`src/rtl/svsd_pkg.sv`:
```
`default_nettype none

package svsd_pkg;

    // Register indexes on the configuration port
    localparam logic [7:0] REG_PHASE_DELAY = 8'd0;
    localparam logic [7:0] REG_STEPS_CHECK = 8'd1;

    // Reset values of the configuration registers
    localparam logic [7:0] PHASE_DELAY_RESET = 8'd5;
    localparam logic [7:0] STEPS_CHECK_RESET = 8'd10;

    // Input item kinds
    localparam logic KIND_TICK = 1'b0;
    localparam logic KIND_MOVE = 1'b1;

    // Depth of the result queue
    localparam int RES_DEPTH = 2;

    typedef struct packed {
        logic [3:0]         coil_pattern;
        logic               busy_res;
        logic               move_done;
        logic               end_reached;
        logic               fully_open;
        logic               fully_closed;
        logic signed [31:0] valve_position;
    } res_t;

    // Wave drive: one coil per phase, order reversed when closing
    function automatic logic [3:0] phase_coils(input logic [1:0] ph, input logic closing);
        logic [3:0] pat;
        begin
            pat = closing ? (4'b1000 >> ph) : (4'b0001 << ph);
            return pat;
        end
    endfunction

    // A register holding zero behaves as one
    function automatic logic [7:0] at_least_one(input logic [7:0] v);
        logic [7:0] r;
        begin
            r = (v == 8'd0) ? 8'd1 : v;
            return r;
        end
    endfunction

endpackage

`default_nettype wire

```
`src/rtl/stepper_valve_stall_detect.sv`:
```
`default_nettype none

// Stepper valve driver, wave drive with encoder stall detection.
// Input channel (in_valid/in_stall): one item per transfer, either a time
// tick (kind = 0) or a move command (kind = 1, signed group count in
// move_count), each carrying the current encoder sample.
// Output channel (out_valid/out_stall): exactly one result per input item,
// in order: coil drive, busy, done and end flags, end stops and position.
// Configuration channel (cfg_valid/cfg_ready): index 0 sets the ticks per
// coil phase, index 1 the steps per encoder check; write only while idle.
// cfg_ready is always high.
// A result passes through the input register and then into the two-entry
// result queue.
// Throughput: one item per cycle while in_stall is low; the state
// update is a single pass of counter and compare logic.
// Reset empties the input register and result queue, clears the drive
// state, switches the coils off and loads the register defaults (5 ticks,
// 10 steps). When the receiver stalls, the result queue fills and in_stall
// rises only once the queue and the input register are both holding items.
module stepper_valve_stall_detect
(
    input  wire logic                clk,
    input  wire logic                rst_n,
    input  wire logic                in_valid,
    output logic                     in_stall,
    input  wire logic                kind,
    input  wire logic signed [15:0]  move_count,
    input  wire logic signed [31:0]  encoder_position,
    output logic                     out_valid,
    input  wire logic                out_stall,
    output logic [3:0]               coil_pattern,
    output logic                     busy_res,
    output logic                     move_done,
    output logic                     end_reached,
    output logic                     fully_open,
    output logic                     fully_closed,
    output logic signed [31:0]       valve_position,
    input  wire logic                cfg_valid,
    output logic                     cfg_ready,
    input  wire logic [7:0]          cfg_index,
    input  wire logic [7:0]          cfg_data
);
    import svsd_pkg::*;

    logic [7:0] phase_delay_reg;
    logic [7:0] steps_check_reg;
    logic       item_valid;
    logic       has_space;
    logic       advance;
    logic       load;
    res_t       res;
    res_t       head;

    // Configuration registers
    assign cfg_ready = 1'b1;

    always_ff @(posedge clk or negedge rst_n)
    begin
        if (!rst_n)
        begin
            phase_delay_reg <= PHASE_DELAY_RESET;
            steps_check_reg <= STEPS_CHECK_RESET;
        end
        else if (cfg_valid && cfg_ready)
        begin
            unique case (cfg_index)
                REG_PHASE_DELAY: phase_delay_reg <= cfg_data;
                REG_STEPS_CHECK: steps_check_reg <= cfg_data;
                default: ;
            endcase
        end
    end

    // Flow control between input register and result queue
    assign advance  = item_valid & has_space;
    assign in_stall = item_valid & ~has_space;
    assign load     = in_valid & ~in_stall;

    svsd_core u_core
    (
        .clk              (clk),
        .rst_n            (rst_n),
        .load             (load),
        .kind             (kind),
        .move_count       (move_count),
        .encoder_position (encoder_position),
        .advance          (advance),
        .phase_delay      (phase_delay_reg),
        .steps_check      (steps_check_reg),
        .item_valid       (item_valid),
        .res              (res)
    );

    svsd_outq u_outq
    (
        .clk       (clk),
        .rst_n     (rst_n),
        .push      (advance),
        .push_data (res),
        .out_stall (out_stall),
        .has_space (has_space),
        .out_valid (out_valid),
        .head      (head)
    );

    assign coil_pattern   = head.coil_pattern;
    assign busy_res       = head.busy_res;
    assign move_done      = head.move_done;
    assign end_reached    = head.end_reached;
    assign fully_open     = head.fully_open;
    assign fully_closed   = head.fully_closed;
    assign valve_position = head.valve_position;

endmodule

`default_nettype wire

```
`src/rtl/svsd_core.sv`:
```
`default_nettype none

module svsd_core
(
    input  wire logic                clk,
    input  wire logic                rst_n,
    input  wire logic                load,
    input  wire logic                kind,
    input  wire logic signed [15:0]  move_count,
    input  wire logic signed [31:0]  encoder_position,
    input  wire logic                advance,
    input  wire logic [7:0]          phase_delay,
    input  wire logic [7:0]          steps_check,
    output logic                     item_valid,
    output svsd_pkg::res_t           res
);
    import svsd_pkg::*;

    // Input register
    logic               item_valid_reg;
    logic               kind_reg;
    logic [15:0]        cnt_reg;
    logic [31:0]        enc_reg;

    // Drive state
    logic [1:0]         phase_reg,   phase_next;
    logic [7:0]         hold_reg,    hold_next;
    logic [7:0]         step_reg,    step_next;
    logic [15:0]        groups_reg,  groups_next;
    logic               closing_reg, closing_next;
    logic               moving_reg,  moving_next;
    logic [31:0]        start_reg,   start_next;
    logic [31:0]        pos_reg,     pos_next;
    logic               open_reg,    open_next;
    logic               closed_reg,  closed_next;
    logic [3:0]         coil_reg,    coil_next;
    logic               done;
    logic               at_end;

    logic [7:0]         dly;
    logic [7:0]         spc;
    logic [7:0]         hold_inc;
    logic [7:0]         step_inc;
    logic               neg;

    assign dly      = at_least_one(phase_delay);
    assign spc      = at_least_one(steps_check);
    assign hold_inc = hold_reg + 8'd1;
    assign step_inc = step_reg + 8'd1;
    assign neg      = cnt_reg[15];

    // Input register load
    always_ff @(posedge clk or negedge rst_n)
    begin
        if (!rst_n)
        begin
            item_valid_reg <= 1'b0;
        end
        else
        begin
            item_valid_reg <= load | (item_valid_reg & ~advance);
        end
    end

    always_ff @(posedge clk)
    begin
        if (load)
        begin
            kind_reg <= kind;
            cnt_reg  <= move_count;
            enc_reg  <= encoder_position;
        end
    end

    // Next state for the item held in the input register
    always_comb
    begin
        phase_next   = phase_reg;
        hold_next    = hold_reg;
        step_next    = step_reg;
        groups_next  = groups_reg;
        closing_next = closing_reg;
        moving_next  = moving_reg;
        start_next   = start_reg;
        pos_next     = pos_reg;
        open_next    = open_reg;
        closed_next  = closed_reg;
        coil_next    = coil_reg;
        done         = 1'b0;
        at_end       = 1'b0;

        if (kind_reg == KIND_MOVE)
        begin
            if (!moving_reg)
            begin
                if (cnt_reg == 16'd0)
                begin
                    done = 1'b1;
                end
                else if ((open_reg && !neg) || (closed_reg && neg))
                begin
                    done   = 1'b1;
                    at_end = 1'b1;
                end
                else
                begin
                    moving_next  = 1'b1;
                    closing_next = neg;
                    groups_next  = neg ? (16'd0 - cnt_reg) : cnt_reg;
                    phase_next   = 2'd0;
                    hold_next    = 8'd0;
                    step_next    = 8'd0;
                    start_next   = enc_reg;
                    coil_next    = phase_coils(2'd0, neg);
                end
            end
        end
        else if (moving_reg)
        begin
            hold_next = hold_inc;
            if (hold_inc >= dly)
            begin
                hold_next = 8'd0;
                if (phase_reg != 2'd3)
                begin
                    phase_next = phase_reg + 2'd1;
                    coil_next  = phase_coils(phase_reg + 2'd1, closing_reg);
                end
                else
                begin
                    phase_next = 2'd0;
                    step_next  = step_inc;
                    if (step_inc >= spc)
                    begin
                        if (enc_reg == start_reg)
                        begin
                            // stalled against the end stop
                            open_next   = ~closing_reg;
                            closed_next = closing_reg;
                            moving_next = 1'b0;
                            groups_next = 16'd0;
                            done        = 1'b1;
                            at_end      = 1'b1;
                        end
                        else
                        begin
                            if (closing_reg)
                            begin
                                pos_next  = pos_reg - {24'd0, spc};
                                open_next = 1'b0;
                            end
                            else
                            begin
                                pos_next    = pos_reg + {24'd0, spc};
                                closed_next = 1'b0;
                            end
                            groups_next = groups_reg - 16'd1;
                            if (groups_reg == 16'd1)
                            begin
                                moving_next = 1'b0;
                                done        = 1'b1;
                            end
                            else
                            begin
                                hold_next  = 8'd0;
                                step_next  = 8'd0;
                                start_next = enc_reg;
                                coil_next  = phase_coils(2'd0, closing_reg);
                            end
                        end
                    end
                    else
                    begin
                        coil_next = phase_coils(2'd0, closing_reg);
                    end
                end
            end
        end
    end

    // State update on each item passed to the result queue
    always_ff @(posedge clk or negedge rst_n)
    begin
        if (!rst_n)
        begin
            phase_reg   <= 2'd0;
            hold_reg    <= 8'd0;
            step_reg    <= 8'd0;
            groups_reg  <= 16'd0;
            closing_reg <= 1'b0;
            moving_reg  <= 1'b0;
            start_reg   <= 32'd0;
            pos_reg     <= 32'd0;
            open_reg    <= 1'b0;
            closed_reg  <= 1'b0;
            coil_reg    <= 4'd0;
        end
        else if (advance)
        begin
            phase_reg   <= phase_next;
            hold_reg    <= hold_next;
            step_reg    <= step_next;
            groups_reg  <= groups_next;
            closing_reg <= closing_next;
            moving_reg  <= moving_next;
            start_reg   <= start_next;
            pos_reg     <= pos_next;
            open_reg    <= open_next;
            closed_reg  <= closed_next;
            coil_reg    <= coil_next;
        end
    end

    assign item_valid         = item_valid_reg;
    assign res.coil_pattern   = coil_next;
    assign res.busy_res       = moving_next;
    assign res.move_done      = done;
    assign res.end_reached    = at_end;
    assign res.fully_open     = open_next;
    assign res.fully_closed   = closed_next;
    assign res.valve_position = pos_next;

endmodule

`default_nettype wire

```
`src/rtl/svsd_outq.sv`:
```
`default_nettype none

module svsd_outq
(
    input  wire logic           clk,
    input  wire logic           rst_n,
    input  wire logic           push,
    input  wire svsd_pkg::res_t push_data,
    input  wire logic           out_stall,
    output logic                has_space,
    output logic                out_valid,
    output svsd_pkg::res_t      head
);
    import svsd_pkg::*;

    localparam int PTR_W = $clog2(RES_DEPTH);
    localparam int CNT_W = $clog2(RES_DEPTH + 1);

    res_t               mem [RES_DEPTH];
    logic [PTR_W-1:0]   wr_ptr_reg;
    logic [PTR_W-1:0]   rd_ptr_reg;
    logic [CNT_W-1:0]   count_reg;
    logic               pop;

    assign out_valid = (count_reg != '0);
    assign pop       = out_valid & ~out_stall;
    assign has_space = (count_reg != CNT_W'(RES_DEPTH)) | pop;
    assign head      = mem[rd_ptr_reg];

    // Result storage
    always_ff @(posedge clk)
    begin
        if (push)
        begin
            mem[wr_ptr_reg] <= push_data;
        end
    end

    // Pointers and fill count
    always_ff @(posedge clk or negedge rst_n)
    begin
        if (!rst_n)
        begin
            wr_ptr_reg <= '0;
            rd_ptr_reg <= '0;
            count_reg  <= '0;
        end
        else
        begin
            if (push)
            begin
                wr_ptr_reg <= (wr_ptr_reg == PTR_W'(RES_DEPTH - 1)) ? '0 : wr_ptr_reg + 1'b1;
            end
            if (pop)
            begin
                rd_ptr_reg <= (rd_ptr_reg == PTR_W'(RES_DEPTH - 1)) ? '0 : rd_ptr_reg + 1'b1;
            end
            count_reg <= count_reg + CNT_W'(push) - CNT_W'(pop);
        end
    end

endmodule

`default_nettype wire

```
`config.mk`:
```
export PLATFORM = sky130hd
export DESIGN_NAME = stepper_valve_stall_detect
export DESIGN_NICKNAME = d
export VERILOG_FILES = /design/src/rtl/svsd_pkg.sv /design/src/rtl/stepper_valve_stall_detect.sv /design/src/rtl/svsd_core.sv /design/src/rtl/svsd_outq.sv
export SDC_FILE = /design/constraint.sdc
export NUM_CORES = 1
export LEC_CHECK = 0
export CAP_MARGIN = 5
export CORE_MARGIN = 4
export CORE_UTILIZATION = 60
export DETAILED_ROUTE_END_ITERATION = 10
export DONT_BUFFER_PORTS = 1
export HOLD_SLACK_MARGIN = 0.03
export PLACE_DENSITY = 0.72
export SYNTH_ARGS = -nofsm -noshare
export SYNTH_HDL_FRONTEND = slang
export SYNTH_SLANG_ARGS = --single-unit
```
`constraint.sdc`:
```
create_clock -name clk -period 7.5 [get_ports clk]
set_input_delay 1.125 -clock clk [delete_from_list [all_inputs] [get_ports clk]]
set_output_delay 1.125 -clock clk [all_outputs]
set_load 0.02 [all_outputs]
```
== Yosys cells after proc, flatten, opt, wreduce, memory -nomap -nowiden ==
Memory sizes are Yosys's and may differ from the RTL's.
Cells that the tools add are included.

* Input port bits: 70
* Word-level logic and storage cells: 190
* Output and inout bits: 44
* Register bits: 176
* Memories kept: 1
* Memory bits (writable): 82

* Shift-type cells: 2
* Bitwise gates (word level): 15
* Add/sub/neg operators: 11
* Reduce and logical (&&, ||, !) cells: 20
* Multiplexer cells: 108
* Order comparisons: 2
* Equality and inequality tests: 11

{| class="wikitable"
|+ Memories
! memory !! depth !! width !! read ports !! clocked after Yosys merged registers in !! write ports !! line !! source
|-
| u_outq.mem || 2 || 41 || 1 || 0 || 1 || svsd_outq.sv:19 || <nowiki>res_t mem [RES_DEPTH];</nowiki>
|}

{| class="wikitable"
|+ Operators with widths
! kind !! number
|-
| two-way mux 32 bit || 17
|-
| two-way mux 16 bit || 10
|-
| two-way mux 8 bit || 15
|-
| two-way mux 4 bit || 13
|-
| two-way mux 1 bit || 46
|-
| adder 32 x 8 -> 32 bit || 1
|-
| == test 32 bit || 1
|-
| subtractor 32 x 8 -> 32 bit || 1
|-
| logical NOT 8 bit || 3
|-
| adder 8 x 1 -> 8 bit (second input constant) || 2
|-
| == test 16 x 1 -> 1 bit (second input constant) || 1
|-
| greater-or-equal comparator 8 bit || 2
|-
| logical NOT 16 bit || 1
|-
| subtractor 1 x 16 -> 16 bit (first input constant) || 1
|-
| subtractor 16 x 1 -> 16 bit (second input constant) || 1
|-
| two-way mux 2 bit || 7
|-
| inequality test 2 x 1 -> 1 bit (second input constant) || 5
|-
| AND reduction 10 bit || 1
|-
| AND reduction 5 bit || 2
|-
| == test 8 x 1 -> 1 bit (second input constant) || 1
|-
| NOT 1 bit || 8
|-
| AND reduction 8 bit || 1
|-
| nonzero test 2 bit || 4
|-
| AND reduction 7 bit || 1
|-
| other kinds (14) || 24
|}

== Depth between registers and ports, before layout ==
Gate-level depths: netlist (run 1).

* Depth in word-level cells: 10
* Mapped depth: 19
* Gate-level depth less buffers: 19

== By module ==
From an unflattened synthesis (run 1), not the netlist that was laid out.

* Cell total of the unflattened synthesis: 1255
* Area, all modules: 14476.4 sq um

{| class="wikitable"
|+ By module, submodules not included
! module !! area each (sq um) !! instances !! seq. area each (sq um) !! cells each
|-
| svsd_core || 10391.2 || 1 || 4149.0 || 1067
|-
| svsd_outq || 3364.5 || 1 || 2562.5 || 146
|-
| stepper_valve_stall_detect || 720.7 || 1 || 405.4 || 42
|}

== Least setup slack after synthesis (run 1) ==
OpenSTA, ideal clock, no wires.

* Path kind: input-to-reg
* From: input port out_stall
* To: memory u_outq.mem[0][0] (netlist bit), enable pin
* Stages on the path: 4
* Path buffers: 1
* Setup slack: 3743 ps
* Setup time: 440 ps
* Data required time: 7060 ps
* Arrival: 3318 ps
* Path through: nand3_1 -> nand2_1 -> clkbuf_1 -> nor2_1

* Cells in the longest elaborated chain, start to end: 6

{| class="wikitable"
|+ RTL lines
! element !! line !! source
|-
| start: declaration || stepper_valve_stall_detect.sv:30 || <nowiki>input wire logic out_stall,</nowiki>
|-
| NOT 1 bit || svsd_outq.sv:26 || <nowiki>assign pop = out_valid & ~out_stall;</nowiki>
|-
| AND 1 bit || svsd_outq.sv:26 ||
|-
| bitwise OR 1 bit || svsd_outq.sv:27 || <nowiki>assign has_space = (count_reg != CNT_W'(RES_DEPTH)) | pop;</nowiki>
|-
| AND 1 bit || stepper_valve_stall_detect.sv:75 || <nowiki>assign advance = item_valid & has_space;</nowiki>
|-
| two-way mux 1 bit || svsd_outq.sv:33 || <nowiki>if (push)</nowiki>
|-
| two-way mux 1 bit (not written as such) || svsd_outq.sv:35 || <nowiki>mem[wr_ptr_reg] <= push_data;</nowiki>
|-
| end: declaration || svsd_outq.sv:19 ||
|}

No other way between the ends.

==> summary.txt, run 1 <==
Floorplan
  • Die X: 160 um
  • Initial Util: 60.9%
  • Cell row count: 55
  • Core Box Area: 22600 um^2
  • Top Ports: 114
  • Die area: 25500 um^2
  • Die H: 160 um

Pwr
  • Final Power: 4.84 mW
  • Internal Power: 3.23 mW
  • Net Switching: 1.62 mW
  • Seq pwr share: 43.0%
  • Pwr dens: 325 nW/um^2
  • Combinational share of power: 29.3%
  • Leak: 6.17 nW
  • Clock power frac: 27.7%
  • Switching Share: 33.4%
  • VDD IR-drop max: 0.000257 V

STA
  • Final setup TNS: 0 ns
  • Worst-margin pin slew: 1.08 ns
  • RSZ-0062 raised after global routing: false
  • Fin Clk Skew: 0.0243 ns
  • Hold Fails Final Rpt: 0
  • Final period util: 62.3%
  • Max Slew Vio Count: 0
  • Relative slew slack: 28.3%
  • Highest clock rate: 0.214 GHz
  • Tmin final: 4.68 ns
  • Final setup viols: 0

Clock tree
  • CTS tree: yes
  • CTS sink cnt: 258
  • Clk pin slew, worst setup/hold paths: 0.06 ns
  • CTS Hold Bufs: 0
  • H-Tree Level Count: 1
  • Post-CTS Setup Inserts: 0
  • Worst skew pair latency: 0.54 ns
  • TritonCTS Buffers: 26
  • Root buffer cell: clkbuf_16
  • CTS max path bufs: 3
  • Post-cts sizing count: 0

Synth
  • Register bit total from synthesis: 258
  • Top cell type's share of synthesized area: 28.5%
  • Post-Syn Area per Cell: 11.4 um^2
  • EDFF count, synth: 131
  • Synth area leader: edfxtp_1
  • Mapped Area: 13800 um^2
  • Ys flop type: edfxtp_1
  • Post-synthesis net count: 1340
  • Synth unique cells: 78
  • Seq/Total Area, Yosys: 51.6%
  • Yosys warning count: 0
  • Ranking of synthesized cells by area: edfxtp_1 29%, dfrtp_1 22%, mux2_2 9.6%
  • Synth Instances: 1209
  • Asr flop ratio synth: 49.2%

GRT
  • GRT Total Usage: 22.1%
  • Global route overflow: 0
  • Pin count of the biggest net entering global routing: 128
  • Vias in the first global route: 9127
  • First-pass GRT wire length: 46.5 mm
  • Antenna violations before repair: 0

Flow run
  • Max_cap viols: 0

Setup path
  • CP required: 7.83 ns
  • CP Max Fanout: 6
  • Slowest-stage cell, CP: a2111oi_0
  • Max stage delay on crit path: 0.78 ns
  • CP delay by family, top: compound AO/OA/AOI/OAI gates
  • CP Capture Type: flop
  • WP buf/inv: 2
  • Critical path class: reg -> reg
  • CP startpoint kind: flop
  • Crit-path cells: inv_1 > nand4_1 > nor3_1 > a21o_1 > inv_1 > ha_1 > nand2_1 > nand2_1 > ha_1 > and4_1 > o21a_1 > o31ai_2 > a21oi_1 > o31ai_1 > a2111oi_0 > nor3_1 > o31ai_1
  • Crit path arrival time: 5.01 ns

Routing
  • Initial DRT Pass Iterations: 5
  • Via/cell ratio: 6.01
  • Final wirelength: 28.3 mm
  • Initial DRC Count: 483
  • DRT antenna net count: 0
  • DRC: 0
  • Vias: 9016
  • Avg WL per Cell: 18.9 um

Finish
  • Layout Nets: 1325
  • Filler cells: 1752
  • Reg with most FFs: u_outq.mem
  • Ratio of cells with drive above 1 in the final layout: 15.8%
  • Max reg flops: 82
  • Ant diodes: 0
  • Layout area overhead: 7.96%

Run status
  • Outcome: completed

Hold path
  • Hold crit path type: in -> async

Place
  • Detailed placement HPWL: 19.7 mm
  • PortBufs: 0
  • Routability congestion estimate: 0.914
## per-layer routing
layer	GRT usage (%)	routed length (um)	up-vias
li1	-	-	4404
met1	29.3	12600	4360
met2	37.5	13500	214
met3	4.74	1550	38
met4	5.52	669	0
met5	0.189	0	-
## stage by stage
stage | area, um^2 | std cells | hold slack, ns | utilization, % | setup slack, ns
final | 14900 | 1499 | 0.303 | 65.7 | 2.82
after CTS | 14900 | 1499 | 0.255 | 65.7 | 2.96
after global placement | 14000 | 1451 | 0.476 | 61.8 | 3.13
after global routing | 14900 | 1499 | 0.268 | 65.7 | 2.56
after detailed placement | 14000 | 1451 | 0.481 | 61.8 | 2.98
after floorplan | 13800 | 1209 | 0.461 | - | 3.74
## power groups by stage
| stage | logic (mW) | clock network, mW | registers (mW) |
|---|---|---|---|
| after floorplan | 1.23 | 0 | 1.99 |
| after global placement | 1.40 | 0 | 2.09 |
| after detailed placement | 1.42 | 0 | 2.11 |
| after CTS | 1.43 | 1.38 | 2.09 |
| after global routing | 1.57 | 1.44 | 2.13 |
| final | 1.42 | 1.34 | 2.08 |
## Yosys cell counts (9+ instances only)
| master | instances |
|---|---|
| inv_1 | 47 |
| xor2_1 | 48 |
| ha_1 | 60 |
| edfxtp_1 | 131 |
| dfrtp_1 | 123 |
| clkbuf_1 | 31 |
| o31ai_1 | 18 |
| or3_1 | 11 |
| o21ai_0 | 84 |
| xnor2_1 | 44 |
| nand2b_1 | 19 |
| o21bai_1 | 9 |
| mux2_2 | 118 |
| a21oi_1 | 55 |
| and3_1 | 15 |
| nor4_1 | 15 |
| nand2_1 | 112 |
| nor2_1 | 52 |
| o21a_1 | 11 |
| nor3_1 | 15 |
| nand4_1 | 10 |
| nand3_1 | 21 |
| a21o_1 | 17 |
| buf_2 | 13 |
## final timing paths
| path | from | end | slack, ns | cells after the start |
|---|---|---|---|---|
| max | steps_check_reg[2] | u_outq.mem[1][29] | 2.82 | 17 |
| min | rst_n | u_core.hold_reg[2] | 0.30 | 0 |
| max reg2reg | steps_check_reg[2] | u_outq.mem[1][29] | 2.82 | 17 |
| min reg2reg | u_core.pos_reg[31] | u_core.pos_reg[31] | 0.50 | 1 |
| max in group asynchronous | rst_n | steps_check_reg[3] | 6.85 | 0 |
| min in group clk | u_core.pos_reg[31] | u_core.pos_reg[31] | 0.50 | 1 |
## cell usage in the layout (no fill, tap or decap), drive strengths merged, types with 9 or more instances in the layout
cell / count
inv: 47
xor2: 48
a211oi: 9
nor2: 52
mux2: 120
o31ai: 20
o21bai: 9
or3: 11
and3: 15
a21oi: 55
xnor2: 44
ha: 60
nand2: 112
nand4: 10
o21ai: 86
nand3: 21
nand2b: 19
a21o: 17
o21a: 11
dfrtp: 123
clkbuf: 34
nor4: 17
edfxtp: 131
clkinv: 9
nor3: 15
## cells by family after synthesis
family	count (synthesis)	share of synthesized area, %
and+or+nand+nor	307	11.1
adders and majority gates	61	5.59
muxes	128	10.4
buffers and inverters	99	3.07
DFF	258	51.6
AOI/OAI and AO/OA	263	12.4
xor gates and xnor gates	92	5.84
other	1	0.0272
## layout make-up
class | count | area, um^2 | share of cell area, %
clock inverter | 14 | 180 | 1.21
timing repair buffer | 8 | 60.1 | 0.403
multi-input combinational | 852 | 6270 | 42.1
clock buffer | 34 | 721 | 4.84
tap | 285 | 357 | 2.40
inverter | 48 | 180 | 1.21
sequential | 258 | 7120 | 47.8
Note: power is estimated with default switching activity, not from simulation.
==> run 2, diff against run 1 <==
clock period = 4.5 ns   (was 7.5 ns; I/O delays follow)
==> run 2 against run 1 <==
Routed wire length rose by 0.47%; die area unchanged; first-iteration DRC count increased by 25%; clock-buffer cell count increased by 2; clock skew shrank 0.0069 ns; flip-flop and latch count is the same; cell count up 0.93%; sequential power increased by 65%; maximum frequency grew 8.1%; largest power group unchanged; critical path depth stayed put; global-route usage shrank 0.36 points; setup slack worse by 2.6 ns.
==> summary.txt, run 2 (synthesized netlist as in run 1, its figures left out) <==
STA
  • Final setup viols: 0 (unchanged)
  • Hold Fails Final Rpt: 0 (unchanged)
  • Worst-margin pin slew: 1.08 ns (+0.00567 ns)
  • Max Slew Vio Count: 0 (unchanged)
  • RSZ-0062 raised after global routing: false
  • Relative slew slack: 27.9% (-0.38 points)
  • Final period util: 96.1% (+34 points)
  • Final setup TNS: 0 ns (unchanged)
  • Fin Clk Skew: 0.0173 ns (-0.00691 ns)
  • Smallest hold slack: 0.129 ns (-0.174 ns)
  • Tmin final: 4.33 ns (-0.350 ns)
  • Highest clock rate: 0.231 GHz (+8.1%)

Place
  • PortBufs: 0 (unchanged)
  • Placed Area: 14000 um^2 (+0.32%)
  • Routability congestion estimate: 0.923 (+0.95%)
  • Detailed placement HPWL: 19.9 mm (+0.99%)

Routing
  • Vias: 9159 (+1.6%)
  • DRC: 0 (unchanged)
  • DRT antenna net count: 0 (unchanged)
  • Final wirelength: 28.5 mm (+0.47%)
  • Initial DRT Pass Iterations: 6 (+1)
  • Via/cell ratio: 6.05 (+0.65%)
  • Initial DRC Count: 606 (+25%)
  • Avg WL per Cell: 18.8 um (-0.46%)

GRT
  • Vias in the first global route: 8789 (-3.7%)
  • First-pass GRT wire length: 45.8 mm (-1.5%)
  • GRT Total Usage: 21.8% (-0.36 points)
  • Antenna violations before repair: 2 (+2)
  • Pin count of the biggest net entering global routing: 128 (unchanged)
  • Global route overflow: 0 (unchanged)

Floorplan
  • Top Ports: 114 (unchanged)
  • Core Box Area: 22600 um^2 (unchanged)
  • Cell row count: 55 (unchanged)
  • Die area: 25500 um^2 (unchanged)
  • Initial Util: 60.9% (unchanged)
  • Die X: 160 um (unchanged)
  • Die H: 160 um (unchanged)

Finish
  • Layout area overhead: 8.88%
  • FF+latch area: 7120 um^2 (unchanged)
  • Ratio of cells with drive above 1 in the final layout: 17.4% (+1.6 points)
  • Max reg flops: 82 (unchanged)
  • Filler cells: 1705 (-2.7%)
  • Multi-input gate area: 6350 um^2 (+1.3%)
  • Most frequent cells in the layout: 131 x edfxtp_1, 122 x dfrtp_1, 118 x mux2_2, 111 x nand2_1, 83 x o21ai_0
  • Layout Nets: 1334 (+0.68%)
  • Most common cell after layout, fill and taps aside: edfxtp_1
  • Reg with most FFs: u_outq.mem
  • Post-route cell area: 15000 um^2 (+0.85%)

Setup path
  • CP required: 4.88 ns (-2.95 ns)
  • CP Max Fanout: 6 (unchanged)
  • Crit-path cells: inv_1 > nand4_1 > nor3_2 > a21o_1 > inv_1 > ha_1 > nand2_1 > nand2_1 > ha_2 > and4_1 > nand2_1 > o221ai_2 > a311oi_2 > a31oi_2 > a21oi_1 > or4b_1 > nand3_1
  • Max stage delay on crit path: 0.53 ns (-0.25 ns)
  • Worst r2r src: steps_check_reg[2]
  • CP Capture Type: flop
  • CP startpoint kind: flop
  • CP dominant cell by count: nand2_1
  • Setup crit start: steps_check_reg[2]
  • Slowest-stage cell, CP: or4b_1
  • Critical path class: reg -> reg
  • Crit path arrival time: 4.71 ns (-0.30 ns)

Clock tree
  • CTS max path bufs: 3 (unchanged)
  • H-Tree Level Count: 1 (unchanged)
  • Worst skew pair latency: 0.53 ns (about the same)
  • TritonCTS Buffers: 27 (+3.8%)
  • Clk pin slew, worst setup/hold paths: 0.06 ns (about the same)
  • CTS sink cnt: 258 (unchanged)
  • Root buffer cell: clkbuf_16
  • CTS tree: yes

Hold path
  • Hold crit path type: in -> async

Run status
  • Outcome: completed

Flow run
  • Max_cap viols: 0 (unchanged)

Pwr
  • Pwr dens: 536 nW/um^2 (+65%)
  • Leak: 6.22 nW (+0.70%)
  • VDD IR-drop max: 0.000413 V (+61%)
-- run 2: area by class of cell --
class	count	share of cell area, %
Sequential cell	258	47.4
Clock buffer	36	4.86
Clock inverter	14	0.850
Inverter	48	1.20
Timing Repair Buffer	16	0.934
Antenna cell	4	0.0667
Tap cell	285	2.38
Multi-Input combinational cell	852	42.3
-- run 2: worst paths after layout --
check	endpoint	slack (ns)	cells past startpoint
setup reg to reg	u_outq.mem[0][30]	0.17	17
hold / removal	u_core.pos_reg[5]	0.13	1
max in group asynchronous	u_core.pos_reg[24]	3.89	1
min in group clk	u_core.enc_reg[30]	0.24	0
hold reg to reg	u_core.hold_reg[7]	0.50	2
setup / recovery	u_outq.mem[0][30]	0.17	17
-- run 2: what timing repair did --
action / CTS / global route
resized for setup: 0 / 15
setup buffers: 0 / 1
hold buffers: 1 / 0
endpoints found under the setup margin: 0 / 28
hold endpoints to repair: 127 / 0
-- run 2: layer usage --
metal | routed length (um) | GRT usage (%) | vias up
met1 | 12600 | 29.7 | 4419
met5 | 0 | 0 | -
li1 | - | - | 4421
met4 | 671 | 5.80 | 0
met2 | 13400 | 36.0 | 284
met3 | 1830 | 4.45 | 35
-- run 2: metrics by stage --
step	util, %	power, mW	std cells	setup WS [ns]
floorplan	-	5.36	1209	0.748
global placement	62.0	5.83	1457	0.254
detailed placement	62.0	5.92	1457	0.143
CTS	65.9	8.10	1508	0.0898
global route	66.3	8.52	1513	0.00585
finish	66.3	8.05	1513	0.174
-- run 2: where the power goes --
part	switching, mW	total [mW]	leakage, nW	internal (mW)
registers	0.385	3.44	2.88	3.06
clock network	0.881	2.13	0.413	1.25
logic	1.49	2.47	2.92	0.988
total	2.75	8.05	6.22	5.30
-- run 2: worst max-delay path: cells and delay by family (launching register included) --
kind | cells | cell delay (ns)
buffers and inverters | 2 | 0.24
and+or+nand+nor | 8 | 1.74
DFF | 1 | 0.42
adders and majority gates | 2 | 0.69
AOI/OAI and AO/OA | 5 | 1.11
==> run 3, diff against run 2 <==
CORE_UTILIZATION = 64   (was 60)
PLACE_DENSITY = 0.76   (was 0.72)
==> run 3 against run 2 <==
Total power increased by 0.17%; die area decreased by 5.9%; clock skew about the same; sequential share of layout area increased by 0.13 points; core utilization increased by 4.7 points.
==> summary.txt, run 3 (synthesized netlist as in run 1, its figures left out) <==
Run status
  • Outcome: completed

Place
  • Detailed placement HPWL: 19.3 mm (-2.9%)
  • Placed insts: 1446 (-0.75%)
  • PortBufs: 0 (unchanged)
  • Dpl ws: 0.235 ns (+0.0920 ns)
  • Routability congestion estimate: 0.919 (-0.42%)

STA
  • Highest clock rate: 0.236 GHz (+2.0%)
  • Final period util: 94.3% (-1.9 points)
  • Hold Fails Final Rpt: 0 (unchanged)
  • Max Slew Vio Count: 0 (unchanged)
  • Fin worst setup slack: 0.258 ns (+0.0837 ns)
  • Final setup viols: 0 (unchanged)
  • Relative slew slack: 26.3% (-1.6 points)
  • Worst-margin pin slew: 1.11 ns (+0.0240 ns)
  • Fin Clk Skew: 0.0173 ns (-0.0000801 ns)
  • Tmin final: 4.24 ns (-0.0837 ns)
  • Smallest hold slack: 0.0932 ns (-0.0355 ns)

Finish
  • Reg with most FFs: u_outq.mem
  • Layout area overhead: 8.58%
  • Util after Layout: 71.0% (+4.7 points)
  • Non-Filler Instances: 1495 (-1.2%)
  • Layout Nets: 1331 (-0.22%)
  • Filler cells: 1498 (-12%)
  • Most frequent cells in the layout: 131 x edfxtp_1, 122 x dfrtp_1, 118 x mux2_2, 111 x nand2_1, 83 x o21ai_0
  • Ant diodes: 0 (-4)
  • Max reg flops: 82 (unchanged)
  • Ratio of cells with drive above 1 in the final layout: 16.8% (-0.60 points)
  • Most common cell after layout, fill and taps aside: edfxtp_1

GRT
  • Antenna violations before repair: 0 (-2)
  • GRT Total Usage: 23.4% (+1.6 points)
  • Global route overflow: 0 (unchanged)
  • Vias in the first global route: 8977 (+2.1%)
  • Pin count of the biggest net entering global routing: 128 (unchanged)
  • First-pass GRT wire length: 46.0 mm (+0.42%)

Clock tree
  • CTS tree: yes
  • Clk pin slew, worst setup/hold paths: 0.06 ns (about the same)
  • TritonCTS Buffers: 26 (-3.7%)
  • Root buffer cell: clkbuf_16
  • CTS sink cnt: 258 (unchanged)
  • CTS max path bufs: 3 (unchanged)
  • Worst skew pair latency: 0.53 ns (about the same)
  • Post-CTS Setup Inserts: 0 (unchanged)
  • H-Tree Level Count: 1 (unchanged)

Setup path
  • Critical path class: reg -> reg
  • CP Max Fanout: 4 (-2)
  • CP Capture Type: flop
  • Crit path arrival time: 4.52 ns (-0.19 ns)
  • CP startpoint kind: flop
  • CP required: 4.78 ns (-0.10 ns)

Routing
  • Vias: 9156 (-0.033%)
  • Avg WL per Cell: 18.9 um (+0.29%)
  • Initial DRT Pass Iterations: 6 (unchanged)
  • Initial DRC Count: 478 (-21%)
  • DRT antenna net count: 0 (unchanged)
  • DRC: 0 (unchanged)
  • Via/cell ratio: 6.12 (+1.2%)
  • Final wirelength: 28.2 mm (-0.91%)

Pwr
  • Leak: 6.23 nW (+0.14%)
  • VDD IR-drop max: 0.000463 V (+12%)
  • Pwr dens: 539 nW/um^2 (+0.44%)

Floorplan
  • Core Box Area: 21100 um^2 (-6.9%)
  • Top Ports: 114 (unchanged)
  • Die X: 155 um (-3.0%)
  • Initial Util: 65.4% (+4.5 points)
  • Die area: 24000 um^2 (-5.9%)
  • Die H: 155 um (-3.0%)
  • Cell row count: 53 (-3.6%)

Flow run
  • Max_cap viols: 0 (unchanged)

Hold path
  • Hold crit path type: in -> async
## run 3: changes by cell type in the layout (fill, tap and decap cells not counted), moves of 2 or more
cell	change
ha_1	+2
buf_4	-2
diode_2	-4
clkinvlp_4	-3
## run 3: path summary, 6_finish.rpt
path                                 startpoint             endpoint  slack, ns  depth (start not counted)
max reg2reg                  steps_check_reg[2]    u_outq.mem[0][19]       0.26                         16
min reg2reg                  u_core.pos_reg[31]   u_core.pos_reg[31]       0.49                          1
min in group clk           encoder_position[31]   u_core.enc_reg[31]       0.24                          0
max in group asynchronous                 rst_n  u_core.start_reg[1]       3.87                          1
max                          steps_check_reg[2]    u_outq.mem[0][19]       0.26                         16
min                                       rst_n   u_core.hold_reg[6]       0.09                          1
## run 3: worst max-delay path, stage by stage (launching register included)
cell,delay (ns)
dfrtp_1,0.41
inv_1,0.13
nand4_1,0.14
nor3_1,0.21
a21o_1,0.19
inv_1,0.08
ha_1,0.27
mux2i_1,0.25
ha_1,0.28
nor2b_1,0.14
o31a_1,0.29
o31ai_2,0.37
a31oi_1,0.22
a21oi_1,0.33
o221ai_1,0.21
xor2_1,0.18
mux2_2,0.28
## run 3: timing repair
| item | 4_1_cts | 5_1_grt |
|---|---|---|
| gates resized for setup | 0 | 12 |
| hold buffers | 1 | 0 |
| endpoints found under the setup margin | 0 | 18 |
| hold endpoints to repair | 127 | 0 |
## run 3: layout make-up
type                    instances  area, um^2  share of cell area [%]
clock buffers                  37         733                    4.90
repair buffers                 14         125                   0.836
flip-flops and latches        258        7120                    47.6
clock inverters                11         135                   0.903
well taps                     275         344                    2.30
multi-input cells             852        6330                    42.3
inverters                      48         180                    1.20
## run 3: through the flow
step           cell area [um^2]  TNS (ns)  total power [mW]
6_report                  15000         0              8.06
5_1_grt                   15000   -0.0141              8.53
4_1_cts                   14900         0              8.11
3_5_place_dp              14000         0              5.88
3_3_place_gp              14000         0              5.79
2_1_floorplan             13800         0              5.36
## run 3: power breakdown
group          total [mW]  internal (mW)  switching (mW)
logic                2.43          0.974            1.46
registers            3.45           3.06           0.385
clock network        2.18           1.31           0.877
total                8.06           5.34            2.72
## run 3: routing by layer
| metal | routed length, um | up-vias | part of all wire [%] | GRT usage [%] |
|---|---|---|---|---|
| li1 | - | 4415 | - | - |
| met1 | 12400 | 4424 | 44 | 33.0 |
| met2 | 13500 | 281 | 48 | 38.5 |
| met3 | 1670 | 36 | 5.9 | 3.72 |
| met4 | 602 | 0 | 2.1 | 5.76 |
| met5 | 0 | - | 0 | 0 |
